<file path="src/mrsd_pkg.sv">
`timescale 1ns / 1ps
// Shared types, constants and helpers for the MIDI running status decoder.
// No dependencies; imported by midi_running_status_decoder_core.
package mrsd_pkg;

    localparam int CHANNEL_COUNT = 16;
    localparam int CHAN_W        = 4;
    localparam int DATA_W        = 7;
    localparam int BEND_W        = 14;
    localparam int PATCH_W       = 8;
    localparam int KIND_W        = 3;
    localparam int OUT_FIELDS_W  = KIND_W + CHAN_W + 2 * DATA_W + BEND_W + PATCH_W;
    localparam int OUT_TDATA_W   = ((OUT_FIELDS_W + 7) / 8) * 8;

    localparam logic [3:0] DRUM_CHANNEL_RESET = 4'd9;

    localparam logic [7:0] SYSEX_START = 8'hF0;
    localparam logic [7:0] SYSEX_END   = 8'hF7;
    localparam logic [7:0] REALTIME_LO = 8'hF8;
    localparam logic [7:0] NO_STATUS   = 8'h00;

    localparam logic [DATA_W-1:0] NOTE_OFF_VEL = 7'd64;

    typedef enum logic [3:0] {
        ST_NOTE_OFF   = 4'h8,
        ST_NOTE_ON    = 4'h9,
        ST_POLY_AT    = 4'hA,
        ST_CTRL       = 4'hB,
        ST_PROGRAM    = 4'hC,
        ST_CHAN_PRESS = 4'hD,
        ST_PITCH_BEND = 4'hE
    } t_status_kind;

    typedef enum logic [KIND_W-1:0] {
        EV_NOTE_ON    = 3'd0,
        EV_NOTE_OFF   = 3'd1,
        EV_CTRL       = 3'd2,
        EV_PROGRAM    = 3'd3,
        EV_PITCH_BEND = 3'd4
    } t_event_kind;

    typedef struct packed {
        t_event_kind       kind;
        logic [CHAN_W-1:0] chan;
        logic [DATA_W-1:0] d1;
        logic [DATA_W-1:0] d2;
        logic              is_drum;
    } t_event;

    function automatic logic [1:0] msg_length(input logic [7:0] status);
        logic [1:0] len;
        unique case (status[7:4])
            ST_NOTE_OFF, ST_NOTE_ON, ST_POLY_AT, ST_CTRL, ST_PITCH_BEND: len = 2'd3;
            ST_PROGRAM, ST_CHAN_PRESS:                                  len = 2'd2;
            default:                                                    len = 2'd1;
        endcase
        return len;
    endfunction

endpackage

</file>
<file path="src/midi_running_status_decoder_core.sv">
`timescale 1ns / 1ps
// MIDI running status decoder: parses raw bytes into channel events and keeps
// a per-channel program memory. Depends on mrsd_pkg.
//
// Usage:
//   Slave stream (i_s_*): one raw MIDI byte per beat in tdata[7:0].
//   Master stream (o_m_*): one beat per completed note on/off, control
//   change, program change or pitch bend message.
//   Config channel (i_cfg_*): drum channel number; write only while idle.
// Timing:
//   One byte accepted per cycle when not stalled; its event shows on the
//   master side in the cycle after acceptance. Program memory is read in
//   the accept cycle and its registered data forms the output stage.
// Reset (synchronous, active low): parser state cleared, no running status,
//   drum channel 9, all channel programs read as 0 (per-entry valid flags).
// Backpressure: the output stage holds while i_m_tready is low; a new byte is
//   still taken when the output stage is empty or being drained that cycle.
module midi_running_status_decoder_core (
    input  logic                            i_clk,
    input  logic                            i_rst_n,
    input  logic                            i_s_tvalid,
    output logic                            o_s_tready,
    input  logic [7:0]                      i_s_tdata,   // [7:0] rx_byte
    output logic                            o_m_tvalid,
    input  logic                            i_m_tready,
    // [2:0] event_kind, [6:3] chan, [13:7] first_data, [20:14] second_data,
    // [34:21] bend_value, [42:35] patch_number, [47:43] zero
    output logic [mrsd_pkg::OUT_TDATA_W-1:0] o_m_tdata,
    input  logic                            i_cfg_valid,
    output logic                            o_cfg_ready,
    input  logic [mrsd_pkg::CHAN_W-1:0]     i_cfg_data
);
    import mrsd_pkg::*;

    logic [CHAN_W-1:0] r_drum_chan;

    logic              r_sysex;
    logic [7:0]        r_run_status;
    logic [1:0]        r_pos;
    logic [1:0]        r_exp_len;
    logic [7:0]        r_held_status;
    logic [DATA_W-1:0] r_held_d1;

    logic              n_sysex;
    logic [7:0]        n_run_status;
    logic [1:0]        n_pos;
    logic [1:0]        n_exp_len;
    logic [7:0]        n_held_status;
    logic [DATA_W-1:0] n_held_d1;

    logic [DATA_W-1:0]        r_prog_mem [CHANNEL_COUNT];
    logic [CHANNEL_COUNT-1:0] r_prog_vld;
    logic [DATA_W-1:0]        r_prog_rd;
    logic                     r_prog_rd_vld;

    logic   r_m_valid;
    t_event r_evt;
    t_event n_evt;
    logic   n_evt_valid;
    logic   n_prog_wr;

    logic s_accept;
    logic advance;

    logic [7:0]        b;
    logic [7:0]        hs_e;
    logic [1:0]        pos_e;
    logic [1:0]        exp_e;
    logic [1:0]        np;
    logic [DATA_W-1:0] d1_e;
    logic [DATA_W-1:0] d2_e;

    logic [PATCH_W-1:0] patch;
    logic [BEND_W-1:0]  bend;
    logic [DATA_W-1:0]  d2_out;
    logic               is_note;

    assign advance    = !r_m_valid || i_m_tready;
    assign o_s_tready = advance;
    assign s_accept   = i_s_tvalid && advance;
    assign o_cfg_ready = 1'b1;
    assign b = i_s_tdata;

    always_ff @(posedge i_clk) begin
        if (!i_rst_n) begin
            r_drum_chan <= DRUM_CHANNEL_RESET;
        end else if (i_cfg_valid) begin
            r_drum_chan <= i_cfg_data;
        end
    end

    always_comb begin
        n_sysex       = r_sysex;
        n_run_status  = r_run_status;
        n_pos         = r_pos;
        n_exp_len     = r_exp_len;
        n_held_status = r_held_status;
        n_held_d1     = r_held_d1;
        n_evt_valid   = 1'b0;
        n_prog_wr     = 1'b0;
        hs_e  = (r_pos == 2'd0) ? r_run_status : r_held_status;
        exp_e = (r_pos == 2'd0) ? msg_length(r_run_status) : r_exp_len;
        pos_e = (r_pos == 2'd0) ? 2'd1 : r_pos;
        np    = (pos_e == 2'd1) ? 2'd2 : 2'd3;
        d1_e  = (pos_e == 2'd1) ? b[DATA_W-1:0] : r_held_d1;
        d2_e  = b[DATA_W-1:0];
        n_evt.kind    = EV_NOTE_ON;
        n_evt.chan    = hs_e[CHAN_W-1:0];
        n_evt.d1      = d1_e;
        n_evt.d2      = d2_e;
        n_evt.is_drum = (hs_e[CHAN_W-1:0] == r_drum_chan);

        priority if (r_sysex) begin
            if (b == SYSEX_END) n_sysex = 1'b0;
        end else if (b[7]) begin
            priority if (b >= REALTIME_LO) begin
                n_sysex = r_sysex;
            end else if (b == SYSEX_START) begin
                n_sysex = 1'b1;
            end else if (b > SYSEX_START) begin
                n_sysex = r_sysex;
            end else begin
                n_run_status  = b;
                n_held_status = b;
                n_pos         = 2'd1;
                n_exp_len     = msg_length(b);
            end
        end else if (r_run_status != NO_STATUS) begin
            n_held_status = hs_e;
            n_exp_len     = exp_e;
            if (pos_e == 2'd1) n_held_d1 = b[DATA_W-1:0];
            if (np < exp_e) begin
                n_pos = np;
            end else begin
                n_pos = 2'd0;
                unique case (hs_e[7:4])
                    ST_NOTE_OFF: begin
                        n_evt.kind  = EV_NOTE_OFF;
                        n_evt_valid = 1'b1;
                    end
                    ST_NOTE_ON: begin
                        if (d2_e == '0) begin
                            n_evt.kind = EV_NOTE_OFF;
                            n_evt.d2   = NOTE_OFF_VEL;
                        end else begin
                            n_evt.kind = EV_NOTE_ON;
                        end
                        n_evt_valid = 1'b1;
                    end
                    ST_CTRL: begin
                        n_evt.kind  = EV_CTRL;
                        n_evt_valid = 1'b1;
                    end
                    ST_PROGRAM: begin
                        n_evt.kind  = EV_PROGRAM;
                        n_evt.d2    = '0;
                        n_evt_valid = 1'b1;
                        n_prog_wr   = 1'b1;
                    end
                    ST_PITCH_BEND: begin
                        n_evt.kind  = EV_PITCH_BEND;
                        n_evt_valid = 1'b1;
                    end
                    default: n_evt_valid = 1'b0;
                endcase
            end
        end
    end

    always_ff @(posedge i_clk) begin
        if (!i_rst_n) begin
            r_sysex       <= 1'b0;
            r_run_status  <= NO_STATUS;
            r_pos         <= 2'd0;
            r_exp_len     <= 2'd0;
            r_held_status <= NO_STATUS;
            r_held_d1     <= '0;
        end else if (s_accept) begin
            r_sysex       <= n_sysex;
            r_run_status  <= n_run_status;
            r_pos         <= n_pos;
            r_exp_len     <= n_exp_len;
            r_held_status <= n_held_status;
            r_held_d1     <= n_held_d1;
        end
    end

    // program memory: written on program change, read for every accepted byte
    always_ff @(posedge i_clk) begin
        if (s_accept && n_prog_wr) begin
            r_prog_mem[n_evt.chan] <= n_evt.d1;
        end
        if (advance) begin
            r_prog_rd <= r_prog_mem[n_evt.chan];
        end
    end

    always_ff @(posedge i_clk) begin
        if (!i_rst_n) begin
            r_prog_vld    <= '0;
            r_prog_rd_vld <= 1'b0;
        end else begin
            if (s_accept && n_prog_wr) r_prog_vld[n_evt.chan] <= 1'b1;
            if (advance) r_prog_rd_vld <= r_prog_vld[n_evt.chan];
        end
    end

    always_ff @(posedge i_clk) begin
        if (!i_rst_n) begin
            r_m_valid <= 1'b0;
        end else if (advance) begin
            r_m_valid <= s_accept && n_evt_valid;
        end
    end

    always_ff @(posedge i_clk) begin
        if (advance) r_evt <= n_evt;
    end

    assign is_note = (r_evt.kind == EV_NOTE_ON) || (r_evt.kind == EV_NOTE_OFF);
    assign d2_out  = r_evt.d2;

    always_comb begin
        patch = '0;
        if (is_note) begin
            if (r_evt.is_drum)      patch = {1'b1, r_evt.d1};
            else if (r_prog_rd_vld) patch = {1'b0, r_prog_rd};
        end
        bend = (r_evt.kind == EV_PITCH_BEND) ? {r_evt.d2, r_evt.d1} : '0;
    end

    assign o_m_tvalid = r_m_valid;
    assign o_m_tdata  = {{(OUT_TDATA_W - OUT_FIELDS_W){1'b0}}, patch, bend, d2_out,
                         r_evt.d1, r_evt.chan, r_evt.kind};

`ifndef NO_ASSERTIONS
    a_pos_range: assert property (@(posedge i_clk) disable iff (!i_rst_n)
        r_pos != 2'd3)
        else $error("byte position reached an unused value");

    a_sysex_keeps_status: assert property (@(posedge i_clk) disable iff (!i_rst_n)
        (s_accept && r_sysex) |=> ($stable(r_run_status) && !r_m_valid))
        else $error("sysex byte changed running status or made an event");

    a_bend_zero: assert property (@(posedge i_clk) disable iff (!i_rst_n)
        (o_m_tvalid && (r_evt.kind != EV_PITCH_BEND)) |-> (bend == '0))
        else $error("bend value on a non-bend event");

    a_patch_notes: assert property (@(posedge i_clk) disable iff (!i_rst_n)
        (o_m_tvalid && (patch != '0)) |-> is_note)
        else $error("patch number on a non-note event");
`endif

endmodule
</file>
<file path="config.mk">
export PLATFORM = sky130hd
export DESIGN_NAME = midi_running_status_decoder_core
export DESIGN_NICKNAME = d
export VERILOG_FILES = /design/src/mrsd_pkg.sv /design/src/midi_running_status_decoder_core.sv
export SDC_FILE = /design/constraint.sdc
export NUM_CORES = 1
export LEC_CHECK = 0
export BUFFER_PORTS_ARGS = -buffer_cell sky130_fd_sc_hd__buf_2
export CAP_MARGIN = 20
export CORE_ASPECT_RATIO = 1.5
export CORE_MARGIN = 5
export CORE_UTILIZATION = 45
export DETAILED_ROUTE_END_ITERATION = 8
export GPL_TIMING_DRIVEN = 0
export PLACE_DENSITY = 0.66
export SLEW_MARGIN = 40
export SYNTH_ARGS = -nofsm -noshare
export SYNTH_HDL_FRONTEND = slang
export SYNTH_SLANG_ARGS = --single-unit
</file>
<file path="constraint.sdc">
create_clock -name i_clk -period 3.11 [get_ports i_clk]
set_input_delay 0.4665 -clock i_clk [delete_from_list [all_inputs] [get_ports i_clk]]
set_output_delay 0.4665 -clock i_clk [all_outputs]
set_load 0.005 [all_outputs]
</file>
# Word level (Yosys, flattened, before mapping)
# Memories as Yosys holds them, arrays and structs flattened. A register that Yosys moved wholly into a read port is not among the register bits.
# Index checks and enable logic that the tools add are counted.
# totals
ff_bits,72
ram_bits,112
input_bits,17
wordCells,133
n_memories,1
# memory_table
name,words,width,rd,rd_ports_with_merged_regs,wr,line_no,rtl
r_prog_mem,16,7,1,1,1,midi_running_status_decoder_core.sv:51,logic [DATA_W-1:0] r_prog_mem [CHANNEL_COUNT];
# classes
n_lt_le_gt_ge,5
eq_ne,28
muxes,56
n_bitwise,7
n_reduce_logical,21
# ops
operator,n
== test 4 bit (second input constant),19
2-to-1 mux 8 bit,8
2-to-1 mux 7 bit,7
2-to-1 mux 2 bit,13
2-to-1 mux 1 bit,21
== test 8 bit (second input constant),2
bitwise OR 16 bit,1
one-hot mux 3 bit (5 select lines),1
OR reduction 5 bit,3
2-to-1 mux 14 bit,1
one-hot mux 7 bit (2 select lines),1
AND reduction 6 bit,2
>= comparator 8 bit (second input constant),1
> comparator 8 bit (second input constant),1
one-hot mux 2 bit (2 select lines),2
nonzero test 8 bit,1
zero test 7 bit,1
inequality test 2 bit (second input constant),3
inverter 1 bit,6
less-than comparator 4 x 5 -> 1 bit (second input constant),1
binary-select mux 1 bit (select 4 bit),1
demux 1 bit (select 4 bit),1
== test 4 bit,1
>= comparator 4 x 1 -> 1 bit (second input constant),1
13 further kinds,18

# Longest topological paths before layout
# Gate-level depths: netlist of run 1.
# depth
word_depth,12
ltp_mapped,9

# Worst setup path before layout of run 1
# No wires, ideal clock.
# synth_path
path_type,input to register
from,in i_m_tready
to,mem r_prog_mem[7][0] (enable)
arrival_ns,3.053
required_ns,2.720
setup_slack_ns,-0.333
stages,5
n_path_buf,2
cell_sequence,nand2b_1 -> nand2_1 -> clkbuf_1 -> clkbuf_1 -> nor4_1
# synth_between
elab_chain_cells,5
# synth_lines
item,line_no,rtl
"start, declared",midi_running_status_decoder_core.sv:25,"input logic i_m_tready,"
logical OR 1 bit,midi_running_status_decoder_core.sv:78,assign advance = !r_m_valid || i_m_tready;
logical AND 1 bit,midi_running_status_decoder_core.sv:80,assign s_accept = i_s_tvalid && advance;
logical AND 1 bit,midi_running_status_decoder_core.sv:190,if (s_accept && n_prog_wr) begin
2-to-1 mux 1 bit,midi_running_status_decoder_core.sv:190,
2-to-1 mux 1 bit (not written as such),midi_running_status_decoder_core.sv:191,r_prog_mem[n_evt.chan] <= n_evt.d1;
"end, declared",midi_running_status_decoder_core.sv:51,
# No other way between the ends.

# Worst setup path in the final report of run 1
# layout_path
from,reg r_pos[0]
to,mem r_prog_mem[5][5] (enable)
# layout_between
elab_chain_cells,12
elab_cells_between_ends,16
cone_classes,1 x order compare; 2 x eq/ne; 11 x mux; 2 x reduce/logical
# layout_lines
item,line_no,rtl
"start, declared",midi_running_status_decoder_core.sv:39,logic [1:0] r_pos;
"start signal, assigned",midi_running_status_decoder_core.sv:181,r_pos <= n_pos;
zero test 2 bit,"midi_running_status_decoder_core.sv:101, midi_running_status_decoder_core.sv:102, midi_running_status_decoder_core.sv:103",
2-to-1 mux 2 bit,midi_running_status_decoder_core.sv:103,pos_e = (r_pos == 2'd0) ? 2'd1 : r_pos;
== test 2 x 1 -> 1 bit,midi_running_status_decoder_core.sv:104,np = (pos_e == 2'd1) ? 2'd2 : 2'd3;
2-to-1 mux 1 bit,midi_running_status_decoder_core.sv:104,
less-than comparator 2 bit,midi_running_status_decoder_core.sv:132,if (np < exp_e) begin
2-to-1 mux 1 bit,midi_running_status_decoder_core.sv:132,
2-to-1 mux 1 bit,midi_running_status_decoder_core.sv:128,end else if (r_run_status != NO_STATUS) begin
2-to-1 mux 1 bit,midi_running_status_decoder_core.sv:115,end else if (b[7]) begin
2-to-1 mux 1 bit,midi_running_status_decoder_core.sv:113,priority if (r_sysex) begin
logical AND 1 bit,midi_running_status_decoder_core.sv:190,
2-to-1 mux 1 bit,midi_running_status_decoder_core.sv:190,
2-to-1 mux 1 bit (not written as such),midi_running_status_decoder_core.sv:191,
# Several ways; a longest one is shown, not always the timed one.

==> impl_metrics.env, run 1 <==
export IMPL_gp_congestion=0.8990
export IMPL_cts_tree="done"
export IMPL_synth_area_top_cells="edfxtp_1 49%, dfxtp_1 12%, nand2_1 3.9%, mux4_2 3.6%, buf_4 2.4%"
export IMPL_die_height_um=179.9
export IMPL_synth_warning_count=0
export IMPL_fill_cells=1648
export IMPL_ys_flop_type="edfxtp_1"
export IMPL_portBuffers=58
export IMPL_slew_headroom=0.4080
export IMPL_slowest_stage="nor4_4"
export IMPL_irDropWorstVdd_uv=352.7
export IMPL_cts_root_buffer="clkbuf_16"
export IMPL_critical_path_most_common_cell="buf_2"
export IMPL_critPathArrivalTime_ns=3.12
export IMPL_hold_violations=0
export IMPL_core_area_sq_um=19080
export IMPL_yosysSeqAreaShare=0.6049
export IMPL_worst_setup_path_end_kind="flip-flop"
export IMPL_syn_area_sq_um=8655
export IMPL_grt_usage=0.2098
export IMPL_num_vias=6113
export IMPL_design_die_area_sq_um=22160
export IMPL_postSynthCellCount=691
export IMPL_regArea_sq_um=5235
export IMPL_crit_path_max_fanout=10
export IMPL_fin_cells=1049
export IMPL_cts_htree_levels=4
export IMPL_setup_worst_path_start_class="flip-flop"
export IMPL_drv_slew=0
export IMPL_max_stage_delay_ns=0.55
export IMPL_antenna_found_initial=0
export IMPL_synth_cell_types=72
export IMPL_dieWidth_um=123.2
export IMPL_path_cells="buf_6 > buf_2 > o21ai_0 > buf_2 > o211ai_2 > nor4_4 > buf_2"
export IMPL_grt_max_degree=36
export IMPL_start_util=0.4535
export IMPL_pin_count=68
export IMPL_multi_input_area_sq_um=3211
export IMPL_power_uw=5659
export IMPL_rows=62
export IMPL_required_ns=3.25
export IMPL_routedWlPerCell_um=21.74
export IMPL_dp_cells=1015
export IMPL_vias_per_cell=5.827
export IMPL_critPathBufInv=4
export IMPL_drv_cap=0
export IMPL_post_synth_top_area_cell="edfxtp_1"
export IMPL_grt_overflow=0
export IMPL_ys_ff_latch=191
export IMPL_drtIter0Drc=486
export IMPL_finClkSkew_ns=0.01179
export IMPL_numCtsBuffers=17
export IMPL_leakagePower_uw=0.003666
export IMPL_fin_crit_ns=2.986
export IMPL_antennaDiodeCount=0
export IMPL_worstSetupPathType="flip-flop to flip-flop"
export IMPL_drc_errors=0
export IMPL_place_hpwl_um=16180
export IMPL_power_density_nw_per_um2=556.1
export IMPL_ant_nets=0
export IMPL_post_route_period_util=0.9601
export IMPL_synthArstFlopShare=0
export IMPL_cp_top_family="buffers and inverters"
export IMPL_worst_slew_pin_slew_ns=0.8821
export IMPL_clock_sinks=191
export IMPL_dr_pass1_iters=5
export IMPL_grt_pass1_vias=6223
export IMPL_syn_avg_cell_area_sq_um=12.52
export IMPL_synth_edf_count=141
export IMPL_max_freq_mhz=334.9
export IMPL_clk_latency_ns=0.43
export IMPL_status="finished clean"
export IMPL_clkSlewWorstSetupHoldPaths_ns=0.07
export IMPL_setup_viol=0
export IMPL_yosys_area_top_type_share=0.4892
export IMPL_holdCritPathClass="input port to flip-flop"
export IMPL_grt_pass1_wl_um=35090
export IMPL_clockBufferDepth=2
export IMPL_syn_to_final_growth_pct=17.57
export IMPL_rsz0062_at_grt="false"
export IMPL_routed_wl_um=22800
export IMPL_layout_drive_gt1_share=0.2648
export IMPL_nNetsFinal=798
per-layer routing:
layer / global-route usage / vias to the layer above / wire length [um]
li1: - / 2782 / -
met1: 0.2436 / 3004 / 8273
met4: 0.1140 / 0 / 1128
met2: 0.3669 / 256 / 12330
met3: 0.02862 / 71 / 1072
met5: 0 / - / 0
cell type report:
type / instances / area share
inverters: 10 / 0.003935
plain buffers: 69 / 0.03997
clock inverters: 14 / 0.01881
flip-flops and latches: 191 / 0.5145
multi-input cells: 425 / 0.3155
repair buffers: 67 / 0.03394
well taps: 256 / 0.03148
clock buffers: 17 / 0.04181
sequential cells by signal, summed over array words and instances (netlist names), 2 cells and up:
name           flops
d2_out             7
o_m_tdata         14
r_drum_chan        4
r_exp_len          2
r_held_d1          7
r_held_status      8
r_pos              2
r_prog_mem       112
r_prog_rd          7
r_prog_vld        16
r_run_status       8
cells in the final DEF, fill, tap and decap left out, drive strengths merged, types with 8 or more instances in the layout:
master / count
nand2: 89
nor2: 19
nor4: 27
nand3: 27
dfxtp: 50
o21a: 14
mux2i: 16
o21ai: 17
a21boi: 17
and3: 9
and2: 23
mux2: 9
clkbuf: 37
a31oi: 17
mux4: 14
edfxtp: 141
o41ai: 9
buf: 116
inv: 18
a22oi: 8
nor2b: 10
a211oi: 10
final timing paths:
| kind | end | depth (start not counted) | slack [ns] | startpoint |
|---|---|---|---|---|
| setup / recovery | r_prog_mem[5][5] | 7 | 0.12 | r_pos[0] |
| hold / removal | r_drum_chan[0] | 3 | 0.29 | i_cfg_data[0] |
| setup reg to reg | r_prog_mem[5][5] | 7 | 0.12 | r_pos[0] |
| hold reg to reg | r_prog_vld[1] | 2 | 0.47 | r_prog_vld[1] |
cells in the mapped netlist, types with 4 or more instances:
master and count:
and3_1 9, buf_4 28, o21ai_0 15, clkbuf_1 21, nor2_1 17, a31oi_1 17, o41ai_1 6, a22o_1 7
inv_1 8, nand3b_1 4, nand2b_1 7, nor4_1 25, nand2_1 89, nor4b_1 4, mux2i_1 16, o21a_1 13
edfxtp_1 141, and4_1 4, buf_2 14, nor2b_1 10, mux4_2 14, nand3_1 26, a41o_1 7, dfxtp_1 50
mux2_2 9, a21boi_0 16, and2_1 23, a21oi_1 7, a22oi_1 8, a211oi_1 10
power breakdown:
part	internal [uW]	switching, uW
Sequential	2800	37.0
Clock	1230	1030
Combinational	199	364
Total	4230	1430
stage by stage:
step | hold WS, ns | setup TNS [ns] | worst slack [ns] | util | area (sq um)
4_1_cts | 0.2830 | -1.296 | -0.07863 | 0.5276 | 10070
6_report | 0.2887 | 0 | 0.1242 | 0.5332 | 10170
3_3_place_gp | 0.4355 | -59.32 | -0.9730 | 0.4864 | 9283
5_1_grt | 0.3088 | 0 | 0.03599 | 0.5332 | 10170
3_5_place_dp | 0.4414 | -33.91 | -0.5565 | 0.4927 | 9402
2_1_floorplan | 0.4168 | 0 | 0.1277 | - | 8672
worst min-delay path, delay by kind of cell:
family | cells | cell delay (ns)
AND/OR/NAND/NOR | 1 | 0.06
buffers and inverters | 1 | 0.09
multiplexers | 1 | 0.06
cells by family after synthesis:
logic type | Yosys count | synth area share
buf+inv | 79 | 0.05132
mux | 39 | 0.06665
compound gates | 133 | 0.1180
simple gates | 243 | 0.1543
flops | 191 | 0.6049
other cells | 2 | 0.0008678
xor+xnor | 4 | 0.004049
what timing repair did:
action | 4_1_cts | 5_1_grt
pin swaps | 0 | 3
gates resized for setup | 7 | 5
buffers inserted | 0 | 3
setup endpoints to repair | 61 | 20
hold buffers | 0 | 0
Note: power is estimated with default switching activity, not from simulation.
==> run 2, diff against run 1 <==
CORE_UTILIZATION = 50   (was 45)
PLACE_DENSITY = 0.74   (was 0.66)
==> run 2 against run 1 <==
Against the previous run: die area fell by 9.3%; cell count decreased by 4.4%; sequential cell count did not move; power down 2.2%; global-route usage grew 1.6 points; register-to-register slack lost 0.11 ns; routed wire length down 2.2%; count of clock-buffer cells in the layout is the same; utilization grew 5.0 points; worst hold slack got worse by 0.012 ns; clock skew down 0.00065 ns; first-iteration DRC count grew 1.2%; highest routed layer unchanged.
==> impl_metrics.env, run 2 (synthesized netlist as in run 1, its figures left out) <==
export IMPL_status="finished clean"
export IMPL_top_register="r_prog_mem"
export IMPL_antennaDiodeCount=0
export IMPL_reg2reg_slack_ns=0.02
export IMPL_required_ns=3.24
export IMPL_grt_pass1_vias=6275
export IMPL_cp_num_cells=8
export IMPL_cts_root_buffer="clkbuf_16"
export IMPL_place_hpwl_um=16170
export IMPL_nNetsFinal=795
export IMPL_start_util=0.5032
export IMPL_p_int_uw=4132
export IMPL_max_freq_mhz=323.5
export IMPL_grt_max_degree=36
export IMPL_setup_slack_ns=0.01837
export IMPL_critPathBufInv=3
export IMPL_ant_nets=0
export IMPL_num_vias=6148
export IMPL_finClkSkew_ns=0.01115
export IMPL_leakagePower_uw=0.003592
export IMPL_dieWidth_um=117.4
export IMPL_pre_cts_slack_ns=-0.5266
export IMPL_gp_congestion=0.9411
export IMPL_numCtsBuffers=17
export IMPL_cts_tree="done"
export IMPL_cts_hold_buf=0
export IMPL_routedWlPerCell_um=22.24
export IMPL_worst_setup_path_end_kind="flip-flop"
export IMPL_drv_cap=0
export IMPL_critical_path_most_common_cell="buf_2"
export IMPL_core_area_sq_um=17200
export IMPL_dr_pass1_iters=5
export IMPL_holdCritPathClass="input port to flip-flop"
export IMPL_reg2reg_from="r_pos[1]"
export IMPL_hold_path_startpoint="i_cfg_data[0]"
export IMPL_layout_drive_gt1_share=0.2608
export IMPL_portBuffers=58
export IMPL_p_sw_uw=1402
export IMPL_clockBufferDepth=2
export IMPL_drtIter0Drc=492
export IMPL_clkSlewWorstSetupHoldPaths_ns=0.07
export IMPL_crit_path_max_fanout=10
export IMPL_setup_worst_path_start="r_pos[1]"
export IMPL_worstSetupPathType="flip-flop to flip-flop"
export IMPL_path_cells="buf_4 > nor2_4 > mux2_2 > nor3_4 > nand3_4 > buf_2 > nor4_2 > buf_2"
export IMPL_antenna_found_initial=0
export IMPL_grt_overflow=0
export IMPL_grt_pass1_wl_um=35090
export IMPL_clk_latency_ns=0.43
export IMPL_post_route_period_util=0.9941
export IMPL_worst_slew_pin_slew_ns=0.8315
export IMPL_setup_worst_path_start_class="flip-flop"
export IMPL_die_height_um=171.1
export IMPL_routed_wl_um=22310
export IMPL_grt_usage=0.2263
export IMPL_design_die_area_sq_um=20090
export IMPL_power_density_nw_per_um2=551.5
export IMPL_rsz0062_at_grt="true"
export IMPL_clkPwrFrac=0.386
export IMPL_whs_ns=0.2769
export IMPL_setup_viol=0
export IMPL_switching_share=0.2533
export IMPL_drc_errors=0
export IMPL_rr_endpoint="r_prog_mem[15][0]"
export IMPL_postCtsSetupRepairBufs=0
export IMPL_clock_sinks=191
export IMPL_drv_slew=0
export IMPL_hold_violations=0
export IMPL_pwr_share_seq=0.514
export IMPL_final_common_cell="edfxtp_1"
export IMPL_largest_reg_flops=112
export IMPL_cp_top_family="simple AND/OR/NAND/NOR gates"
export IMPL_fill_cells=1401
export IMPL_irDropWorstVdd_uv=327.7
export IMPL_rows=59
export IMPL_fin_crit_ns=3.092
export IMPL_slew_headroom=0.4419
export IMPL_layout_cells_most_common_list="141 x edfxtp_1, 89 x nand2_1, 78 x buf_2, 50 x dfxtp_1, 28 x buf_4"
export IMPL_worstRegToRegCells=8
export IMPL_pin_count=68
export IMPL_vias_per_cell=6.130
export IMPL_syn_to_final_growth_pct=15.93
export IMPL_max_stage_delay_ns=0.49
export IMPL_crit_end="r_prog_mem[15][0]"
export IMPL_cts_htree_levels=4
export IMPL_critPathArrivalTime_ns=3.22
export IMPL_slowest_stage="nor4_2"
export IMPL_comb_power_share=0.100
==> run 2: cell count changes in the layout (fill, tap and decap cells not counted) <==
cell / change
buf_2: -1
buf_4: -4
bufinv_16: -1
clkbuf_2: +2
clkinv_1: +1
clkinvlp_4: +2
inv_6: +1
inv_8: -3
nor4_2: +3
nor4_4: -3
==> run 2: timing repair <==
item | 4_1_cts | 5_1_grt
pin swaps | 0 | 0
resized for setup | 8 | 3
endpoints found under the setup margin | 59 | 32
==> run 2: power by group through the flow <==
stage               registers, uW  logic [uW]  clock network, uW
global placement             2890         507                  0
detailed placement           2900         532                  0
floorplan                    2880         347                  0
global route                 2850         597               2270
finish                       2840         554               2140
CTS                          2840         543               2160
==> run 2: worst min path at each step <==
stage / to / slack [ns] / cells past startpoint
finish: r_drum_chan[0] / 0.28 / 3
global route: r_drum_chan[0] / 0.28 / 3
CTS: r_drum_chan[0] / 0.27 / 3
detailed placement: r_prog_vld[8] / 0.45 / 2
global placement: r_prog_vld[8] / 0.43 / 2
floorplan: r_prog_vld[13] / 0.42 / 2
==> run 2: layout make-up <==
class	count	area, sq um	share of cell area
Buffer	69	406.6	0.04053
Multi-Input combinational cell	425	3184	0.3174
Sequential cell	191	5235	0.5218
Clock buffer	17	425.4	0.04240
Timing Repair Buffer	64	320.3	0.03192
Inverter	10	40.04	0.003991
Clock inverter	14	155.1	0.01546
Tap cell	213	266.5	0.02656
==> run 2: through the flow <==
stage | power [uW] | TNS, ns | instances | utilization | area, sq um
5_1_grt | 5714 | -1.419 | 1003 | 0.5833 | 10030
2_1_floorplan | 3230 | 0 | 695 | - | 8672
6_report | 5533 | 0 | 1003 | 0.5833 | 10030
3_5_place_dp | 3429 | -31.83 | 972 | 0.5433 | 9345
3_3_place_gp | 3401 | -56.23 | 966 | 0.5366 | 9229
4_1_cts | 5542 | 0 | 1003 | 0.5805 | 9985
==> run 2: tightest hold or removal path, cell delays in order <==
cell and delay [ns]:
buf_2 0.09, mux2i_1 0.06, nand2_1 0.06
==> run 2: per-layer routing <==
metal,global-route usage,vias to the layer above,wire length [um]
li1,-,2781,-
met5,0,-,0
met1,0.2575,3032,8109
met4,0.1201,0,908
met2,0.4086,270,12140
met3,0.03505,65,1156
==> run 3, diff against run 2 <==
CORE_ASPECT_RATIO = not set   (was 1.5)
REMOVE_ABC_BUFFERS = 1   (was not set)
==> run 3 against run 2 <==
Against the previous run: utilization down 0.84 points; fmax is 1.4% higher; clock power increased by 6%; largest cell class unchanged; highest routed layer unchanged; register-to-register slack better by 0.04 ns.
==> impl_metrics.env, run 3 (synthesized netlist as in run 1, its figures left out) <==
export IMPL_holdCritPathClass="input port to flip-flop"
export IMPL_whs_ns=0.2493
export IMPL_worst_slew_pin_slew_ns=1.026
export IMPL_post_route_period_util=0.9803
export IMPL_worstSetupPathType="flip-flop to flip-flop"
export IMPL_slew_headroom=0.3099
export IMPL_utilization=0.5749
export IMPL_finClkSkew_ns=0.01273
export IMPL_dieWidth_um=141.6
export IMPL_layout_cells_most_common_list="141 x edfxtp_1, 88 x nand2_1, 67 x buf_2, 48 x dfxtp_1, 26 x nand3_1"
export IMPL_rsz0062_at_grt="false"
export IMPL_vias_per_cell=6.214
export IMPL_clkSlewWorstSetupHoldPaths_ns=0.07
export IMPL_design_die_area_sq_um=20040
export IMPL_grt_pass1_vias=5723
export IMPL_required_ns=3.21
export IMPL_layout_drive_gt1_share=0.2425
export IMPL_rows=48
export IMPL_critPathBufInv=1
export IMPL_grt_pass1_wl_um=31730
export IMPL_final_common_cell="edfxtp_1"
export IMPL_antennaDiodeCount=0
export IMPL_clock_sinks=191
export IMPL_fill_cells=1326
export IMPL_antenna_found_initial=0
export IMPL_worst_setup_path_end_kind="flip-flop"
export IMPL_hold_path_endpoint="r_drum_chan[3]"
export IMPL_grt_max_degree=55
export IMPL_multi_input_area_sq_um=3253
export IMPL_top_register="r_prog_mem"
export IMPL_setup_worst_path_start_class="flip-flop"
export IMPL_irDropWorstVdd_uv=469.9
export IMPL_setup_slack_ns=0.06114
export IMPL_switching_share=0.2511
export IMPL_drv_slew=0
export IMPL_clkPwrFrac=0.403
export IMPL_pre_cts_slack_ns=-0.5943
export IMPL_path_cells="nor2_4 > buf_4 > mux2i_2 > xnor2_1 > nor4_1"
export IMPL_reg2reg_from="r_pos[1]"
export IMPL_cts_htree_levels=4
export IMPL_pwr_share_seq=0.510
export IMPL_dr_pass1_iters=6
export IMPL_grt_overflow=0
export IMPL_critPathArrivalTime_ns=3.15
export IMPL_grt_usage=0.2063
export IMPL_power_uw=5601
export IMPL_regArea_sq_um=5243
export IMPL_fin_crit_ns=3.049
export IMPL_nNetsFinal=738
export IMPL_largest_reg_flops=112
export IMPL_cts_root_buffer="clkbuf_16"
export IMPL_drv_cap=0
export IMPL_routedWlPerCell_um=21.29
export IMPL_setup_viol=0
export IMPL_drtIter0Drc=756
export IMPL_slowest_stage="nor4_1"
export IMPL_drc_errors=0
export IMPL_die_height_um=141.6
export IMPL_max_stage_delay_ns=0.89
export IMPL_power_density_nw_per_um2=569.2
export IMPL_reg2reg_slack_ns=0.06
export IMPL_core_area_sq_um=17120
export IMPL_syn_to_final_growth_pct=13.71
export IMPL_gp_congestion=0.8749
export IMPL_cp_top_family="simple AND/OR/NAND/NOR gates"
export IMPL_status="finished clean"
export IMPL_numCtsBuffers=17
export IMPL_holdPathStages=3
export IMPL_fin_cells=959
export IMPL_p_sw_uw=1407
export IMPL_worstRegToRegCells=5
export IMPL_routed_wl_um=20410
export IMPL_comb_power_share=0.087
export IMPL_pin_count=68
export IMPL_rr_endpoint="r_evt[0]"
export IMPL_num_vias=5959
export IMPL_cts_tree="done"
export IMPL_portBuffers=61
export IMPL_place_hpwl_um=13320
export IMPL_clk_latency_ns=0.45
export IMPL_clockBufferDepth=2
export IMPL_p_int_uw=4194
export IMPL_ant_nets=0
export IMPL_dp_cells=922
export IMPL_max_freq_mhz=328.0
export IMPL_leakagePower_uw=0.003447
export IMPL_hold_path_startpoint="i_cfg_data[3]"
export IMPL_hold_violations=0
export IMPL_start_util=0.5056
export IMPL_crit_path_max_fanout=28
-- run 3: cell types whose count changed in the layout (fill, tap and decap cells not counted), moves of 2 or more --
| cell | before | now |
|---|---|---|
| buf_4 | 28 | 6 |
| inv_8 | 2 | 5 |
| buf_6 | 3 | 0 |
| clkinvlp_4 | 3 | 1 |
| buf_2 | 78 | 67 |
| nor4_2 | 5 | 1 |
| clkbuf_2 | 2 | 0 |
| dfxtp_1 | 50 | 48 |
| dfxtp_4 | 0 | 2 |
| clkbuf_1 | 20 | 0 |
| buf_1 | 2 | 0 |
| nor4_4 | 8 | 12 |
-- run 3: repair_timing --
action	in CTS	in global routing
hold buffers	0	0
gates cloned	2	0
endpoints found under the setup margin	84	60
gates resized for setup	12	5
buffers inserted	3	0
pin swaps	3	0
-- run 3: per-stage QoR --
step                      setup TNS [ns]  area, sq um
after floorplan                   -29.48         8265
after global placement           -184.07         8852
after detailed placement          -35.52         9050
after CTS                              0         9781
after global routing                   0         9841
final                                  0         9841
-- run 3: final cells by class --
cell class	count	share of cell area
clock buffer	17	0.04323
clock inverter	15	0.01907
inverter	10	0.004323
multi-input combinational	427	0.3306
sequential	191	0.5327
tap	225	0.02861
timing repair buffer	74	0.04145
-- run 3: worst max path at each step --
stage	slack [ns]	cells after the start	startpoint	end
floorplan	-0.52	5	i_m_tready	r_held_status[7]
global placement	-1.75	6	i_m_tready	r_exp_len[1]
detailed placement	-0.59	5	r_pos[0]	r_prog_mem[3][5]
CTS	0.04	6	r_pos[1]	r_prog_rd[0]
global route	0.01	6	r_pos[1]	r_prog_mem[15][1]
finish	0.06	5	r_pos[1]	r_evt[0]
-- run 3: power groups by stage --
| stage | Clock [uW] | Combinational, uW | Sequential [uW] |
|---|---|---|---|
| floorplan | 0 | 276 | 2900 |
| global route | 2380 | 521 | 2870 |
| global placement | 0 | 421 | 2910 |
| detailed placement | 0 | 451 | 2910 |
| finish | 2260 | 485 | 2860 |
| CTS | 2280 | 470 | 2850 |
-- run 3: tightest hold or removal path, stage by stage --
cell and delay (ns):
buf_2 0.08, mux2i_1 0.05, nand2_1 0.06
-- run 3: routing by layer --
layer,part of all wire,global-route usage
met5,0,0
met2,0.48,0.3377
met1,0.41,0.2740
met4,0.019,0.07222
met3,0.084,0.04415
